--- config.mk ---
export PLATFORM = sky130hd
export DESIGN_NAME = sca_block_table
export DESIGN_NICKNAME = d
export VERILOG_FILES = /design/src/rtl/core/sca_pkg.sv /design/src/rtl/core/sca_block_table.sv
export SDC_FILE = /design/constraint.sdc
export NUM_CORES = 2
export LEC_CHECK = 0
export BUFFER_PORTS_ARGS = -buffer_cell sky130_fd_sc_hd__buf_2
export CORE_AREA = 3 3 429 431
export CTS_CLUSTER_DIAMETER = 30
export CTS_CLUSTER_SIZE = 16
export DETAILED_ROUTE_END_ITERATION = 7
export DIE_AREA = 0 0 432 434
export PLACE_DENSITY = 0.76
export SKIP_LAST_GASP = 1
export SLEW_MARGIN = 15
export SYNTH_ARGS = -nofsm -noshare
export SYNTH_HDL_FRONTEND = slang
export SYNTH_SLANG_ARGS = --single-unit
export TNS_END_PERCENT = 20
--- constraint.sdc ---
create_clock -name i_clk -period 3.4 [get_ports i_clk]
set_clock_uncertainty 0.1 [all_clocks]
set_input_delay 0.85 -clock i_clk [delete_from_list [all_inputs] [get_ports i_clk]]
set_output_delay 0.85 -clock i_clk [all_outputs]
set_load 0.03 [all_outputs]
--- src/rtl/core/sca_pkg.sv ---
package sca_pkg;

    localparam int BLOCK_SHIFT = 15;
    localparam int NUM_BLOCKS  = 64;
    localparam int BLK_W       = 6;
    localparam int NUM_CLASSES = 32;
    localparam int CLS_W       = 6;
    localparam int CI_W        = 5;
    localparam int CHUNK_W     = 11;
    localparam int TOTAL_W     = 12;
    localparam int ADDR_W      = 21;
    localparam int SIZE_W      = 16;
    localparam int OFF_W       = 15;
    localparam int CNT_W       = 7;
    localparam int CRAM_AW     = BLK_W + CHUNK_W;
    localparam int CFG_DATA_W  = 7;
    localparam int CFG_IDX_W   = 1;

    localparam logic [CFG_IDX_W-1:0] CFG_TOTAL_BLOCKS    = 1'd0;
    localparam logic [CFG_IDX_W-1:0] CFG_RESERVED_BLOCKS = 1'd1;

    localparam logic [7:0] CLASS_WHOLE = 8'd254;
    localparam logic [7:0] CLASS_FREE  = 8'd255;

    localparam logic [1:0] MODE_PARTIAL = 2'd1;
    localparam logic [1:0] MODE_FULL    = 2'd2;
    localparam logic [1:0] MODE_EMPTY   = 2'd3;

    typedef enum logic [1:0] {
        KIND_ALLOC = 2'd0,
        KIND_FREE  = 2'd1,
        KIND_GET   = 2'd2,
        KIND_PUT   = 2'd3
    } t_kind;

    typedef enum logic [1:0] {
        STAT_DONE      = 2'd0,
        STAT_NO_BLOCK  = 2'd1,
        STAT_TOO_LARGE = 2'd2
    } t_status;

    typedef enum logic [3:0] {
        S_IDLE,
        S_DECODE,
        S_SCAN,
        S_A_HEAD,
        S_A_POP,
        S_TAKE,
        S_TAKE_POP,
        S_THREAD,
        S_SETUP,
        S_GET_WR,
        S_F_CHK,
        S_F_DIV,
        S_F_UPD,
        S_P_CHK,
        S_DONE
    } t_state;

    typedef struct packed {
        logic               we_class;
        logic               we_head;
        logic               we_cnt;
        logic               we_mode;
        logic               we_link;
        logic [BLK_W-1:0]   addr;
        logic [7:0]         cls;
        logic [CHUNK_W-1:0] head;
        logic [CHUNK_W-1:0] cnt;
        logic [1:0]         mode;
        logic [BLK_W-1:0]   link;
    } t_bt_wr;

    typedef struct packed {
        logic [7:0]         cls;
        logic [CHUNK_W-1:0] head;
        logic [CHUNK_W-1:0] cnt;
        logic [1:0]         mode;
        logic [BLK_W-1:0]   link;
    } t_bt_rd;

    typedef struct packed {
        logic             start;
        logic [OFF_W-1:0] dividend;
        logic [OFF_W-1:0] divisor;
    } t_div_ctl;

    typedef struct packed {
        logic             busy;
        logic             done;
        logic [OFF_W-1:0] quotient;
    } t_div_sts;

    function automatic logic [CLS_W-1:0] class_of_size(input logic [SIZE_W-1:0] s);
        logic [SIZE_W:0] e;
        logic [CLS_W-1:0] c;
        e = {1'b0, s};
        if (s <= 16'd128) begin
            c = CLS_W'((e + 17'd15 + ((s == 16'd0) ? 17'd1 : 17'd0)) >> 4);
        end else if (s <= 16'd256) begin
            c = CLS_W'(((e + 17'd31) >> 5) + 17'd4);
        end else if (s <= 16'd512) begin
            c = CLS_W'(((e + 17'd63) >> 6) + 17'd8);
        end else if (s <= 16'd1024) begin
            c = CLS_W'(((e + 17'd127) >> 7) + 17'd12);
        end else if (s <= 16'd2048) begin
            c = CLS_W'(((e + 17'd255) >> 8) + 17'd16);
        end else if (s <= 16'd4096) begin
            c = CLS_W'(((e + 17'd511) >> 9) + 17'd20);
        end else if (s <= 16'd6144) begin
            c = CLS_W'(((e + 17'd1023) >> 10) + 17'd24);
        end else if (s <= 16'd8192) begin
            c = CLS_W'(31);
        end else if (s <= 16'd16384) begin
            c = CLS_W'(32);
        end else begin
            c = '0;
        end
        return c;
    endfunction

    function automatic logic [OFF_W-1:0] class_bytes(input logic [CI_W-1:0] ci);
        logic [OFF_W-1:0] r;
        unique case (ci)
            5'd0:  r = 15'd16;
            5'd1:  r = 15'd32;
            5'd2:  r = 15'd48;
            5'd3:  r = 15'd64;
            5'd4:  r = 15'd80;
            5'd5:  r = 15'd96;
            5'd6:  r = 15'd112;
            5'd7:  r = 15'd128;
            5'd8:  r = 15'd160;
            5'd9:  r = 15'd192;
            5'd10: r = 15'd224;
            5'd11: r = 15'd256;
            5'd12: r = 15'd320;
            5'd13: r = 15'd384;
            5'd14: r = 15'd448;
            5'd15: r = 15'd512;
            5'd16: r = 15'd640;
            5'd17: r = 15'd768;
            5'd18: r = 15'd896;
            5'd19: r = 15'd1024;
            5'd20: r = 15'd1280;
            5'd21: r = 15'd1536;
            5'd22: r = 15'd1792;
            5'd23: r = 15'd2048;
            5'd24: r = 15'd2560;
            5'd25: r = 15'd3072;
            5'd26: r = 15'd3584;
            5'd27: r = 15'd4096;
            5'd28: r = 15'd5120;
            5'd29: r = 15'd6144;
            5'd30: r = 15'd8192;
            default: r = 15'd16384;
        endcase
        return r;
    endfunction

    function automatic logic [TOTAL_W-1:0] class_chunks(input logic [CI_W-1:0] ci);
        logic [TOTAL_W-1:0] r;
        unique case (ci)
            5'd0:  r = 12'd2048;
            5'd1:  r = 12'd1024;
            5'd2:  r = 12'd682;
            5'd3:  r = 12'd512;
            5'd4:  r = 12'd409;
            5'd5:  r = 12'd341;
            5'd6:  r = 12'd292;
            5'd7:  r = 12'd256;
            5'd8:  r = 12'd204;
            5'd9:  r = 12'd170;
            5'd10: r = 12'd146;
            5'd11: r = 12'd128;
            5'd12: r = 12'd102;
            5'd13: r = 12'd85;
            5'd14: r = 12'd73;
            5'd15: r = 12'd64;
            5'd16: r = 12'd51;
            5'd17: r = 12'd42;
            5'd18: r = 12'd36;
            5'd19: r = 12'd32;
            5'd20: r = 12'd25;
            5'd21: r = 12'd21;
            5'd22: r = 12'd18;
            5'd23: r = 12'd16;
            5'd24: r = 12'd12;
            5'd25: r = 12'd10;
            5'd26: r = 12'd9;
            5'd27: r = 12'd8;
            5'd28: r = 12'd6;
            5'd29: r = 12'd5;
            5'd30: r = 12'd4;
            default: r = 12'd2;
        endcase
        return r;
    endfunction

endpackage

--- src/rtl/core/sca_block_table.sv ---
module sca_block_table (
    input  logic                       i_clk,
    input  sca_pkg::t_bt_wr            i_wr,
    input  logic [sca_pkg::BLK_W-1:0]  i_raddr,
    output sca_pkg::t_bt_rd            o_rd
);

    logic [7:0]                  mem_cls  [sca_pkg::NUM_BLOCKS];
    logic [sca_pkg::CHUNK_W-1:0] mem_head [sca_pkg::NUM_BLOCKS];
    logic [sca_pkg::CHUNK_W-1:0] mem_cnt  [sca_pkg::NUM_BLOCKS];
    logic [1:0]                  mem_mode [sca_pkg::NUM_BLOCKS];
    logic [sca_pkg::BLK_W-1:0]   mem_link [sca_pkg::NUM_BLOCKS];
    sca_pkg::t_bt_rd             r_rd;

    always_ff @(posedge i_clk) begin
        if (i_wr.we_class) mem_cls[i_wr.addr]  <= i_wr.cls;
        if (i_wr.we_head)  mem_head[i_wr.addr] <= i_wr.head;
        if (i_wr.we_cnt)   mem_cnt[i_wr.addr]  <= i_wr.cnt;
        if (i_wr.we_mode)  mem_mode[i_wr.addr] <= i_wr.mode;
        if (i_wr.we_link)  mem_link[i_wr.addr] <= i_wr.link;
        r_rd.cls  <= mem_cls[i_raddr];
        r_rd.head <= mem_head[i_raddr];
        r_rd.cnt  <= mem_cnt[i_raddr];
        r_rd.mode <= mem_mode[i_raddr];
        r_rd.link <= mem_link[i_raddr];
    end

    assign o_rd = r_rd;

endmodule

==> summary.txt <==
Status
  – Status: completed

STA
  – Hold Vio Cnt, Final: 0
  – Peak Freq: ~350 MHz
  – Endpoints failing setup: 0
  – Unrepaired setup endpoints after global routing: false
  – Worst-Margin Slew: approximately 1.2 ns
  – Hold WS: ~0.22 ns
  – Clock period minus final worst setup slack: approximately 2.9 ns
  – Period utilisation layout: 85.2%
  – Pins Over Slew Limit: 0
  – Relative slew margins: 22.1%

Placement
  – Port Buf Inserts: 93
  – Post-DP HPWL: 168 mm
  – GPL Wtd Cong: roughly 0.95

Synthesis
  – Register area share after synthesis: 77.2%
  – Synth unique cells: 41
  – Avg Cell Area, Syn: 21.2 um^2
  – Post-synth EDFFs: 2432
  – Syn nets: 4562
  – Synth Flop Type: edfxtp_1
  – Ys Warns: 0
  – Post-synth ARST share: 0%
  – Syn Inst Count: 4506
  – #FFs+latches synth: about 2500
  – Netlist Area Pre-Place: 95600 um^2

Power
  – Peak VDD IR: 637 uV
  – Pwr Density: 688 nW/um^2
  – Leak: 39.0 nW

Floorplanning
  – Core Region: ~180000 um^2
  – Initial core utilization: 53.0%
  – Total I/O pin count: 94
  – DIE AREA: 187000 um^2
  – # rows: about 160
  – Chip Width: 432 um
  – Die Span Y: 434 um

Setup path
  – Reg-to-reg slack, setup: between 1 and 1.5 ns
  – CP cell instances: buf_2
  – Crit Path Class: flop to output pin
  – Worst path max stage delay: approximately 0.68 ns
  – Required time worst endpoint: roughly 2.5 ns
  – Crit path buf inv count: 1
  – Cell family with most CP delay: flip-flops
  – Crit path DAT: 1.95 ns
  – Critical Path Slowest Stage Cell: dfxtp_1
  – CP startpoint kind: flop
  – Critical path peak fanout: 1
  – CP Capture Type: output pin

Global route
  – Global-route wire length before repair: approximately 400 mm
  – Vias in the first global route: 53800
  – Pin count of the biggest net entering global routing: 65
  – Initial antenna violation count: 51
  – All-Layer GR Usage: a little under a third
  – Total grt overflow: 0

Clock tree
  – Postcts setup bufs: 0
  – CTS tree: yes
  – Hold-fix buffers at CTS: 0
  – H-tree depth: 5
  – CTS Buf Count: 428
  – CTS root buffer: clkbuf_16
  – Clk slew on worst S/H paths: 0.05 ns
  – Clock sink count: 2470
  – Maximum buffer depth of the clock tree: 4
  – Clk_lat worst skew: 0.99 ns
  – # resized after CTS: 0

Layout
  – Area Growth Syn to Fin: 22.2%
  – Most frequent cells in the layout: 2432 x edfxtp_1, 531 x mux4_2, 434 x clkbuf_16
  – Commonest non-fill, non-tap cell in the layout: edfxtp_1
  – Layout cells sized above 1: 33.9%
  – Fillers: between 10000 and 15000
  – Nets: 5301
  – Post-layout util: about 65%

Route
  – Via Count: 53200
  – DR WL/cell: 35.0 um
  – DR vias/cell: 6.64
  – WL final: around 280 mm
  – Drt pass-1 iters: 5
  – Initial DRC Count: roughly 8000
  – DRC errors left: 0
  – Final ANT Viol Nets: 0

Worst hold path
  – HP Class: input pin to flop

Job
  – Max Cap Viol: 0
report_power, final:
part           switching (mW)  internal [mW]  leakage, nW
Clock                    15.1           27.8         6.91
Sequential              0.167           33.8         22.2
Combinational            2.34           1.31         9.91
Total                    17.6           62.9         39.0
kinds of logic (layout without fill, tap and decap cells):
group / Yosys count / in the layout / synth area share, %
AOI/OAI and AO/OA: 302 / 302 / 2.39
muxes: 756 / 756 / 14.9
buffers and inverters: 279 / 1369 / 1.48
DFF: 2470 / 2470 / 77.2
other: 0 / 49 / 0
and+or+nand+nor: 699 / 699 / 4.04
Yosys cell counts, drive strengths merged, types with 2 or more instances:
library cell     n  area [um^2]
a211oi          24          180
a21oi           19         95.1
a221o           25          250
a221oi           9         78.8
a22oi           59          443
a41oi            4         35.0
and2           321         2010
and3            24          150
buf            136          875
clkbuf         141          529
clkinv           2         12.5
dfxtp           38          761
edfxtp        2432        73000
mux2            61          687
mux2i          164         1640
mux4           531        12000
nand2           87          327
nand2b           6         37.5
nand3           62          310
nand3b           6         45.0
nand4           57          357
nor2            84          315
nor2b           20          125
nor3            14         70.1
nor4             9         56.3
o211a           13          130
o221ai          51          447
o22ai           94          588
or2              3         18.8
or3              2         12.5
or3b             4         35.0
cell type report:
type                            instances  area [um^2]  share of cell area, %
Sequential cell                      2470        73800                   63.1
Antenna cell                           49          123                  0.105
Multi-Input combinational cell       1757        20500                   17.5
Timing Repair Buffer                  586         5040                   4.32
Clock inverter                        284         3250                   2.78
Clock buffer                          497        11200                   9.57
Inverter                                2         12.5                 0.0107
Tap cell                             2370         2970                   2.54
sequential cells by signal, indices dropped and copies added, names as in the netlist:
signal,cells
mem_cnt,704
mem_head,704
mem_cls,512
mem_link,384
mem_mode,128
o_rd,38
metal layers:
layer  global-route usage (%)  share of wire, %  routed length (um)  up-vias
met5                        0             0.023                  65        -
met4                     19.0               6.9               19400       10
met3                     8.66                13               36200      920
met2                     45.8                47              131000     4522
met1                     38.4                34               94000    27300
li1                         -                 -                   -    20500
per-stage QoR:
stage	instances	setup WS [ns]	total power [mW]	TNS (ns)	area [um^2]
floorplan	4506	0.607	36.2	0	95600
global placement	7185	0.0301	38.0	0	102000
detailed placement	7185	-0.0159	38.0	-0.0159	102000
CTS	7966	0.488	80.5	0	117000
global route	7988	0.536	82.1	0	117000
finish	8015	0.504	80.4	0	117000
path summary, 6_finish.rpt:
| path | startpoint | to | cells after the start |
|---|---|---|---|
| worst max register to register | mem_cls[10][0]$_DFFE_PP_ | o_rd[30]$_DFF_P_ | 5 |
| worst min-delay path | i_wr[12] | mem_cnt[59][4]$_DFFE_PP_ | 1 |
| worst max-delay path | o_rd[37]$_DFF_P_ | o_rd[37] | 1 |
| worst min register to register | mem_cls[8][6]$_DFFE_PP_ | o_rd[36]$_DFF_P_ | 4 |
(Power assumes the default switching activity.)
