File: src/rtl/core/sca_pkg.sv
package sca_pkg;

    localparam int BLOCK_SHIFT = 15;
    localparam int NUM_BLOCKS  = 64;
    localparam int BLK_W       = 6;
    localparam int NUM_CLASSES = 32;
    localparam int CLS_W       = 6;
    localparam int CI_W        = 5;
    localparam int CHUNK_W     = 11;
    localparam int TOTAL_W     = 12;
    localparam int ADDR_W      = 21;
    localparam int SIZE_W      = 16;
    localparam int OFF_W       = 15;
    localparam int CNT_W       = 7;
    localparam int CRAM_AW     = BLK_W + CHUNK_W;
    localparam int CFG_DATA_W  = 7;
    localparam int CFG_IDX_W   = 1;

    localparam logic [CFG_IDX_W-1:0] CFG_TOTAL_BLOCKS    = 1'd0;
    localparam logic [CFG_IDX_W-1:0] CFG_RESERVED_BLOCKS = 1'd1;

    localparam logic [7:0] CLASS_WHOLE = 8'd254;
    localparam logic [7:0] CLASS_FREE  = 8'd255;

    localparam logic [1:0] MODE_PARTIAL = 2'd1;
    localparam logic [1:0] MODE_FULL    = 2'd2;
    localparam logic [1:0] MODE_EMPTY   = 2'd3;

    typedef enum logic [1:0] {
        KIND_ALLOC = 2'd0,
        KIND_FREE  = 2'd1,
        KIND_GET   = 2'd2,
        KIND_PUT   = 2'd3
    } t_kind;

    typedef enum logic [1:0] {
        STAT_DONE      = 2'd0,
        STAT_NO_BLOCK  = 2'd1,
        STAT_TOO_LARGE = 2'd2
    } t_status;

    typedef enum logic [3:0] {
        S_IDLE,
        S_DECODE,
        S_SCAN,
        S_A_HEAD,
        S_A_POP,
        S_TAKE,
        S_TAKE_POP,
        S_THREAD,
        S_SETUP,
        S_GET_WR,
        S_F_CHK,
        S_F_DIV,
        S_F_UPD,
        S_P_CHK,
        S_DONE
    } t_state;

    typedef struct packed {
        logic               we_class;
        logic               we_head;
        logic               we_cnt;
        logic               we_mode;
        logic               we_link;
        logic [BLK_W-1:0]   addr;
        logic [7:0]         cls;
        logic [CHUNK_W-1:0] head;
        logic [CHUNK_W-1:0] cnt;
        logic [1:0]         mode;
        logic [BLK_W-1:0]   link;
    } t_bt_wr;

    typedef struct packed {
        logic [7:0]         cls;
        logic [CHUNK_W-1:0] head;
        logic [CHUNK_W-1:0] cnt;
        logic [1:0]         mode;
        logic [BLK_W-1:0]   link;
    } t_bt_rd;

    typedef struct packed {
        logic             start;
        logic [OFF_W-1:0] dividend;
        logic [OFF_W-1:0] divisor;
    } t_div_ctl;

    typedef struct packed {
        logic             busy;
        logic             done;
        logic [OFF_W-1:0] quotient;
    } t_div_sts;

    function automatic logic [CLS_W-1:0] class_of_size(input logic [SIZE_W-1:0] s);
        logic [SIZE_W:0] e;
        logic [CLS_W-1:0] c;
        e = {1'b0, s};
        if (s <= 16'd128) begin
            c = CLS_W'((e + 17'd15 + ((s == 16'd0) ? 17'd1 : 17'd0)) >> 4);
        end else if (s <= 16'd256) begin
            c = CLS_W'(((e + 17'd31) >> 5) + 17'd4);
        end else if (s <= 16'd512) begin
            c = CLS_W'(((e + 17'd63) >> 6) + 17'd8);
        end else if (s <= 16'd1024) begin
            c = CLS_W'(((e + 17'd127) >> 7) + 17'd12);
        end else if (s <= 16'd2048) begin
            c = CLS_W'(((e + 17'd255) >> 8) + 17'd16);
        end else if (s <= 16'd4096) begin
            c = CLS_W'(((e + 17'd511) >> 9) + 17'd20);
        end else if (s <= 16'd6144) begin
            c = CLS_W'(((e + 17'd1023) >> 10) + 17'd24);
        end else if (s <= 16'd8192) begin
            c = CLS_W'(31);
        end else if (s <= 16'd16384) begin
            c = CLS_W'(32);
        end else begin
            c = '0;
        end
        return c;
    endfunction

    function automatic logic [OFF_W-1:0] class_bytes(input logic [CI_W-1:0] ci);
        logic [OFF_W-1:0] r;
        unique case (ci)
            5'd0:  r = 15'd16;
            5'd1:  r = 15'd32;
            5'd2:  r = 15'd48;
            5'd3:  r = 15'd64;
            5'd4:  r = 15'd80;
            5'd5:  r = 15'd96;
            5'd6:  r = 15'd112;
            5'd7:  r = 15'd128;
            5'd8:  r = 15'd160;
            5'd9:  r = 15'd192;
            5'd10: r = 15'd224;
            5'd11: r = 15'd256;
            5'd12: r = 15'd320;
            5'd13: r = 15'd384;
            5'd14: r = 15'd448;
            5'd15: r = 15'd512;
            5'd16: r = 15'd640;
            5'd17: r = 15'd768;
            5'd18: r = 15'd896;
            5'd19: r = 15'd1024;
            5'd20: r = 15'd1280;
            5'd21: r = 15'd1536;
            5'd22: r = 15'd1792;
            5'd23: r = 15'd2048;
            5'd24: r = 15'd2560;
            5'd25: r = 15'd3072;
            5'd26: r = 15'd3584;
            5'd27: r = 15'd4096;
            5'd28: r = 15'd5120;
            5'd29: r = 15'd6144;
            5'd30: r = 15'd8192;
            default: r = 15'd16384;
        endcase
        return r;
    endfunction

    function automatic logic [TOTAL_W-1:0] class_chunks(input logic [CI_W-1:0] ci);
        logic [TOTAL_W-1:0] r;
        unique case (ci)
            5'd0:  r = 12'd2048;
            5'd1:  r = 12'd1024;
            5'd2:  r = 12'd682;
            5'd3:  r = 12'd512;
            5'd4:  r = 12'd409;
            5'd5:  r = 12'd341;
            5'd6:  r = 12'd292;
            5'd7:  r = 12'd256;
            5'd8:  r = 12'd204;
            5'd9:  r = 12'd170;
            5'd10: r = 12'd146;
            5'd11: r = 12'd128;
            5'd12: r = 12'd102;
            5'd13: r = 12'd85;
            5'd14: r = 12'd73;
            5'd15: r = 12'd64;
            5'd16: r = 12'd51;
            5'd17: r = 12'd42;
            5'd18: r = 12'd36;
            5'd19: r = 12'd32;
            5'd20: r = 12'd25;
            5'd21: r = 12'd21;
            5'd22: r = 12'd18;
            5'd23: r = 12'd16;
            5'd24: r = 12'd12;
            5'd25: r = 12'd10;
            5'd26: r = 12'd9;
            5'd27: r = 12'd8;
            5'd28: r = 12'd6;
            5'd29: r = 12'd5;
            5'd30: r = 12'd4;
            default: r = 12'd2;
        endcase
        return r;
    endfunction

endpackage

File: src/rtl/core/sca_divider.sv
module sca_divider (
    input  logic              i_clk,
    input  logic              i_rst_n,
    input  sca_pkg::t_div_ctl i_ctl,
    output sca_pkg::t_div_sts o_sts
);

    logic                       r_busy, n_busy;
    logic                       r_done, n_done;
    logic [3:0]                 r_step, n_step;
    logic [sca_pkg::OFF_W-1:0]  r_rem, n_rem;
    logic [sca_pkg::OFF_W-1:0]  r_quo, n_quo;
    logic [sca_pkg::OFF_W-1:0]  r_dvs, n_dvs;
    logic [sca_pkg::OFF_W:0]    sh;

    always_comb begin
        n_busy = r_busy;
        n_done = 1'b0;
        n_step = r_step;
        n_rem  = r_rem;
        n_quo  = r_quo;
        n_dvs  = r_dvs;
        sh     = {r_rem, r_quo[sca_pkg::OFF_W-1]};
        if (i_ctl.start && !r_busy) begin
            n_busy = 1'b1;
            n_step = '0;
            n_rem  = '0;
            n_quo  = i_ctl.dividend;
            n_dvs  = i_ctl.divisor;
        end else if (r_busy) begin
            if (sh >= {1'b0, r_dvs}) begin
                n_rem = sca_pkg::OFF_W'(sh - {1'b0, r_dvs});
                n_quo = {r_quo[sca_pkg::OFF_W-2:0], 1'b1};
            end else begin
                n_rem = sh[sca_pkg::OFF_W-1:0];
                n_quo = {r_quo[sca_pkg::OFF_W-2:0], 1'b0};
            end
            if (r_step == 4'(sca_pkg::OFF_W - 1)) begin
                n_busy = 1'b0;
                n_done = 1'b1;
            end else begin
                n_step = r_step + 4'd1;
            end
        end
    end

    always_ff @(posedge i_clk) begin
        if (!i_rst_n) begin
            r_busy <= 1'b0;
            r_done <= 1'b0;
            r_step <= '0;
        end else begin
            r_busy <= n_busy;
            r_done <= n_done;
            r_step <= n_step;
        end
        r_rem <= n_rem;
        r_quo <= n_quo;
        r_dvs <= n_dvs;
    end

    assign o_sts.busy     = r_busy;
    assign o_sts.done     = r_done;
    assign o_sts.quotient = r_quo;

endmodule

File: config.mk
export PLATFORM = sky130hd
export DESIGN_NAME = sca_divider
export DESIGN_NICKNAME = d
export VERILOG_FILES = /design/src/rtl/core/sca_pkg.sv /design/src/rtl/core/sca_divider.sv
export SDC_FILE = /design/constraint.sdc
export NUM_CORES = 1
export LEC_CHECK = 0
export BUFFER_PORTS_ARGS = -buffer_cell sky130_fd_sc_hd__buf_2
export CAP_MARGIN = 20
export CORE_MARGIN = 3
export CORE_UTILIZATION = 55
export CTS_BUF_LIST = sky130_fd_sc_hd__clkbuf_8
export CTS_CLUSTER_DIAMETER = 120
export DETAILED_ROUTE_END_ITERATION = 16
export GPL_TIMING_DRIVEN = 0
export PLACE_DENSITY = 0.79
export RECOVER_POWER = 50
export SKIP_CTS_REPAIR_TIMING = 1
export SLEW_MARGIN = 20
export SYNTH_ARGS = -nofsm -noshare
export SYNTH_HDL_FRONTEND = slang
export SYNTH_SLANG_ARGS = --single-unit
File: constraint.sdc
create_clock -name i_clk -period 3.2 [get_ports i_clk]
set_input_delay 0.48 -clock i_clk [delete_from_list [all_inputs] [get_ports i_clk]]
set_output_delay 0.48 -clock i_clk [all_outputs]
set_load 0.03 [all_outputs]
==> summary.md <==
| Metric | Value |
|---|---|
| Worst Path Arrival | `2.71 ns` |
| Grt met1 use | `0.2384` |
| Sequential area share after synthesis | `0.4857` |
| Number of synthesized flops with an enable pin | `30` |
| Clk buf depth | `2` |
| CTS tree | `yes` |
| Fin crit period | `2.532 ns` |
| Hold Fails Final Rpt | `0` |
| Power Density | `770.5 mW/mm^2` |
| Net load switching power | `0.0008777 W` |
| Synth top area share | `0.3312` |
| CTS HTree Levels | `2` |
| Part of the power in combinational logic | `0.427` |
| GP Congestion | `0.8308` |
| Hold path start | `i_ctl[4]` |
| Core area | `0.004564 mm^2` |
| CP Data Required Time | `3.38 ns` |
| Top post-synthesis cells by area | `edfxtp_1, dfxtp_1, ha_1` |
| Worst setup startpoint | `r_quo[14]` |
| Reg clk slew, reported paths | `0.10 ns` |
| Startpoint Class | `flip-flop` |
| Power Internal | `0.001548 W` |
| # IOs | `50` |
| Final Net Count | `359` |
| Syn Area/Cell | `10.79 um^2` |
| Worst clock skew | `0.005521 ns` |
| Netlist cell types | `42` |
| Syn_nets | `303` |
| Post-synthesis cell count | `252` |
| Number of global-route vias before repair | `1958` |
| Area grow syn2layout | `15.73%` |
| Number of synthesized register bits | `51` |
| Clock power share | `0.196` |
| Initial antenna violation count | `0` |
| Yosys top cell by area | `edfxtp_1` |
| HP Class | `in2reg` |
| # clock sinks | `51` |
| First-pass GRT wire length | `8907 um` |
| Top post-synthesis cells by count | `edfxtp_1, nand2_1, dfxtp_1` |
| Die X | `76.33 um` |
| CTS buffer count | `5` |
| 1st-pass router iterations | `4` |
| Vias | `1980` |
| Status | `completed` |
| Sequential share of power | `0.377` |
| RSZ-0062 raised after global routing | `false` |
| Layout cells sized above 1 | `0.2104` |
| Non-Filler Instances | `374` |
| Leak pwr | `1.332 nW` |
| Count leader, synth | `edfxtp_1` |
| Final ANT Viol Nets | `0` |
| IO buf count | `49` |
| Die height | `76.33 um` |
| Wire length per cell | `13.67 um` |
| Final setup vio count | `0` |
| Met3 Use GR | `0.05674` |
| Site row count | `24` |
| Yosys warns | `0` |
| TNS Setup | `0 ns` |
| Worst r2r src | `r_quo[14]` |
| Slew Limit Fails | `0` |
| Mapped cell area | `0.002720 mm^2` |
| Starting Density | `0.5959` |
| Grt ovf | `0` |
| Crit-path max FO | `10` |
| Max VDD drop | `393.9 uV` |
| Initial DRC Count | `62` |
| Crit path kind | `reg2reg` |
| Largest net degree at the start of global routing | `25` |
| GR Layer Usage met2 | `0.3120` |
| GRT Util Overall | `0.1893` |
| Die footprint | `0.005826 mm^2` |
| Dpl hpwl | `3780 um` |
| Most crowded layer after global routing | `met2` |
| Vias per inst | `5.294` |
| Fin crit share | `0.7913` |
| Slew @ Worst Pin | `0.5968 ns` |
| Drt total wl | `5112 um` |
| Inst Count DP | `366` |
| CP endpoint kind | `flip-flop` |
| Ys flop type | `edfxtp_1` |
| Worst skew pair latency | `0.31 ns` |
| Antenna Cells | `0` |
| Max Cap Violations | `0` |
| Filler Cells Inserted | `389` |
| Root buffer selected by CTS | `clkbuf_8` |
| Peak Freq | `394.9 MHz` |
| Sw Share | `0.3619` |
| DRC viols | `0` |
| Slew margin rel. | `0.6017` |
| Fraction of registers with async set/reset | `0` |
-- registers in the layout (all words and copies together), names as in the netlist --
signal / flops
r_quo: 15
r_step: 4
r_dvs: 15
r_busy: 1
r_rem: 15
r_done: 1
-- worst paths after layout --
| path | end | cells past startpoint | slack, ns |
|---|---|---|---|
| max | r_rem[4] | 11 | 0.67 |
| min | r_dvs[4] | 1 | 0.34 |
| max reg2reg | r_rem[4] | 11 | 0.67 |
| min reg2reg | r_rem[14] | 2 | 0.48 |
-- critical path: stages, from the launching register on --
cell and delay (ns):
edfxtp_1 0.36, inv_1 0.06, ha_1 0.22, fa_1 0.42, nor2b_1 0.21, o2111ai_1 0.12, nand3b_1 0.23, o211ai_1 0.14
nand3_2 0.12, buf_6 0.18, mux2i_1 0.24, o21ai_0 0.10
-- placed cells by master, fill, tap and decap left out, drive strengths merged --
cell type	n
nand3	3
a211oi	3
xnor2	7
xor2	7
a21oi	8
o41a	1
a2111oi	1
o21a	4
o2bb2a	1
edfxtp	30
buf	37
nand4	2
nand3b	2
o21ai	15
clkbuf	27
o221ai	1
nor3	7
mux2	15
nand2	25
o2111ai	1
o211ai	2
a221o	2
a31oi	1
mux2i	11
fa	1
a211o	2
bufinv	1
a22o	2
ha	17
dfxtp	21
a21o	3
nor2	20
nor2b	2
and4	1
inv	21
and3	2
nand2b	3
-- power groups by stage --
stage,registers [W],logic [W],clock network [W]
final,0.000914,0.00104,0.000476
after global routing,0.000934,0.00116,0.000521
after CTS,0.000913,0.00105,0.000488
after detailed placement,0.000925,0.00104,0
after global placement,0.000926,0.00102,0
after floorplan,0.000968,0.000781,0
-- through the flow --
stage / total power, W / instance area, um^2 / hold slack (ns) / setup WS (ns) / util
finish: 0.002426 / 3148 / 0.3434 / 0.6678 / 0.6897
global placement: 0.001941 / 3047 / 0.4646 / 0.4263 / 0.6675
CTS: 0.002449 / 3169 / 0.3356 / 0.6653 / 0.6944
floorplan: 0.001749 / 2720 / 0.4401 / 0.8140 / -
detailed placement: 0.001969 / 3048 / 0.4709 / 0.7428 / 0.6678
global route: 0.002615 / 3148 / 0.3280 / 0.4783 / 0.6897
-- layout make-up --
type / count / area (um^2) / share of cell area
Buffer: 9 / 57.56 / 0.01828
Clock buffer: 6 / 82.58 / 0.02623
Clock inverter: 2 / 38.79 / 0.01232
Inverter: 20 / 75.07 / 0.02385
Multi-Input combinational cell: 172 / 1267 / 0.4026
Sequential cell: 51 / 1321 / 0.4197
Tap cell: 65 / 81.33 / 0.02583
Timing Repair Buffer: 49 / 224.0 / 0.07114
-- cells by family (layout without fill, tap and decap cells) --
logic type | Yosys count | in the layout | synth area share
fa+ha+maj | 18 | 18 | 0.08556
xor+xnor | 14 | 14 | 0.04508
flops | 51 | 51 | 0.4857
compound gates | 47 | 47 | 0.1210
simple gates | 67 | 67 | 0.1118
buf+inv | 29 | 86 | 0.04829
mux | 26 | 26 | 0.1026
-- routing by layer --
metal	vias to the layer above	share of wire
met2	56	0.46
met3	7	0.068
li1	1013	-
met4	0	0.017
met1	904	0.46
met5	-	0
No activity file was read; power rests on OpenSTA's default activity.
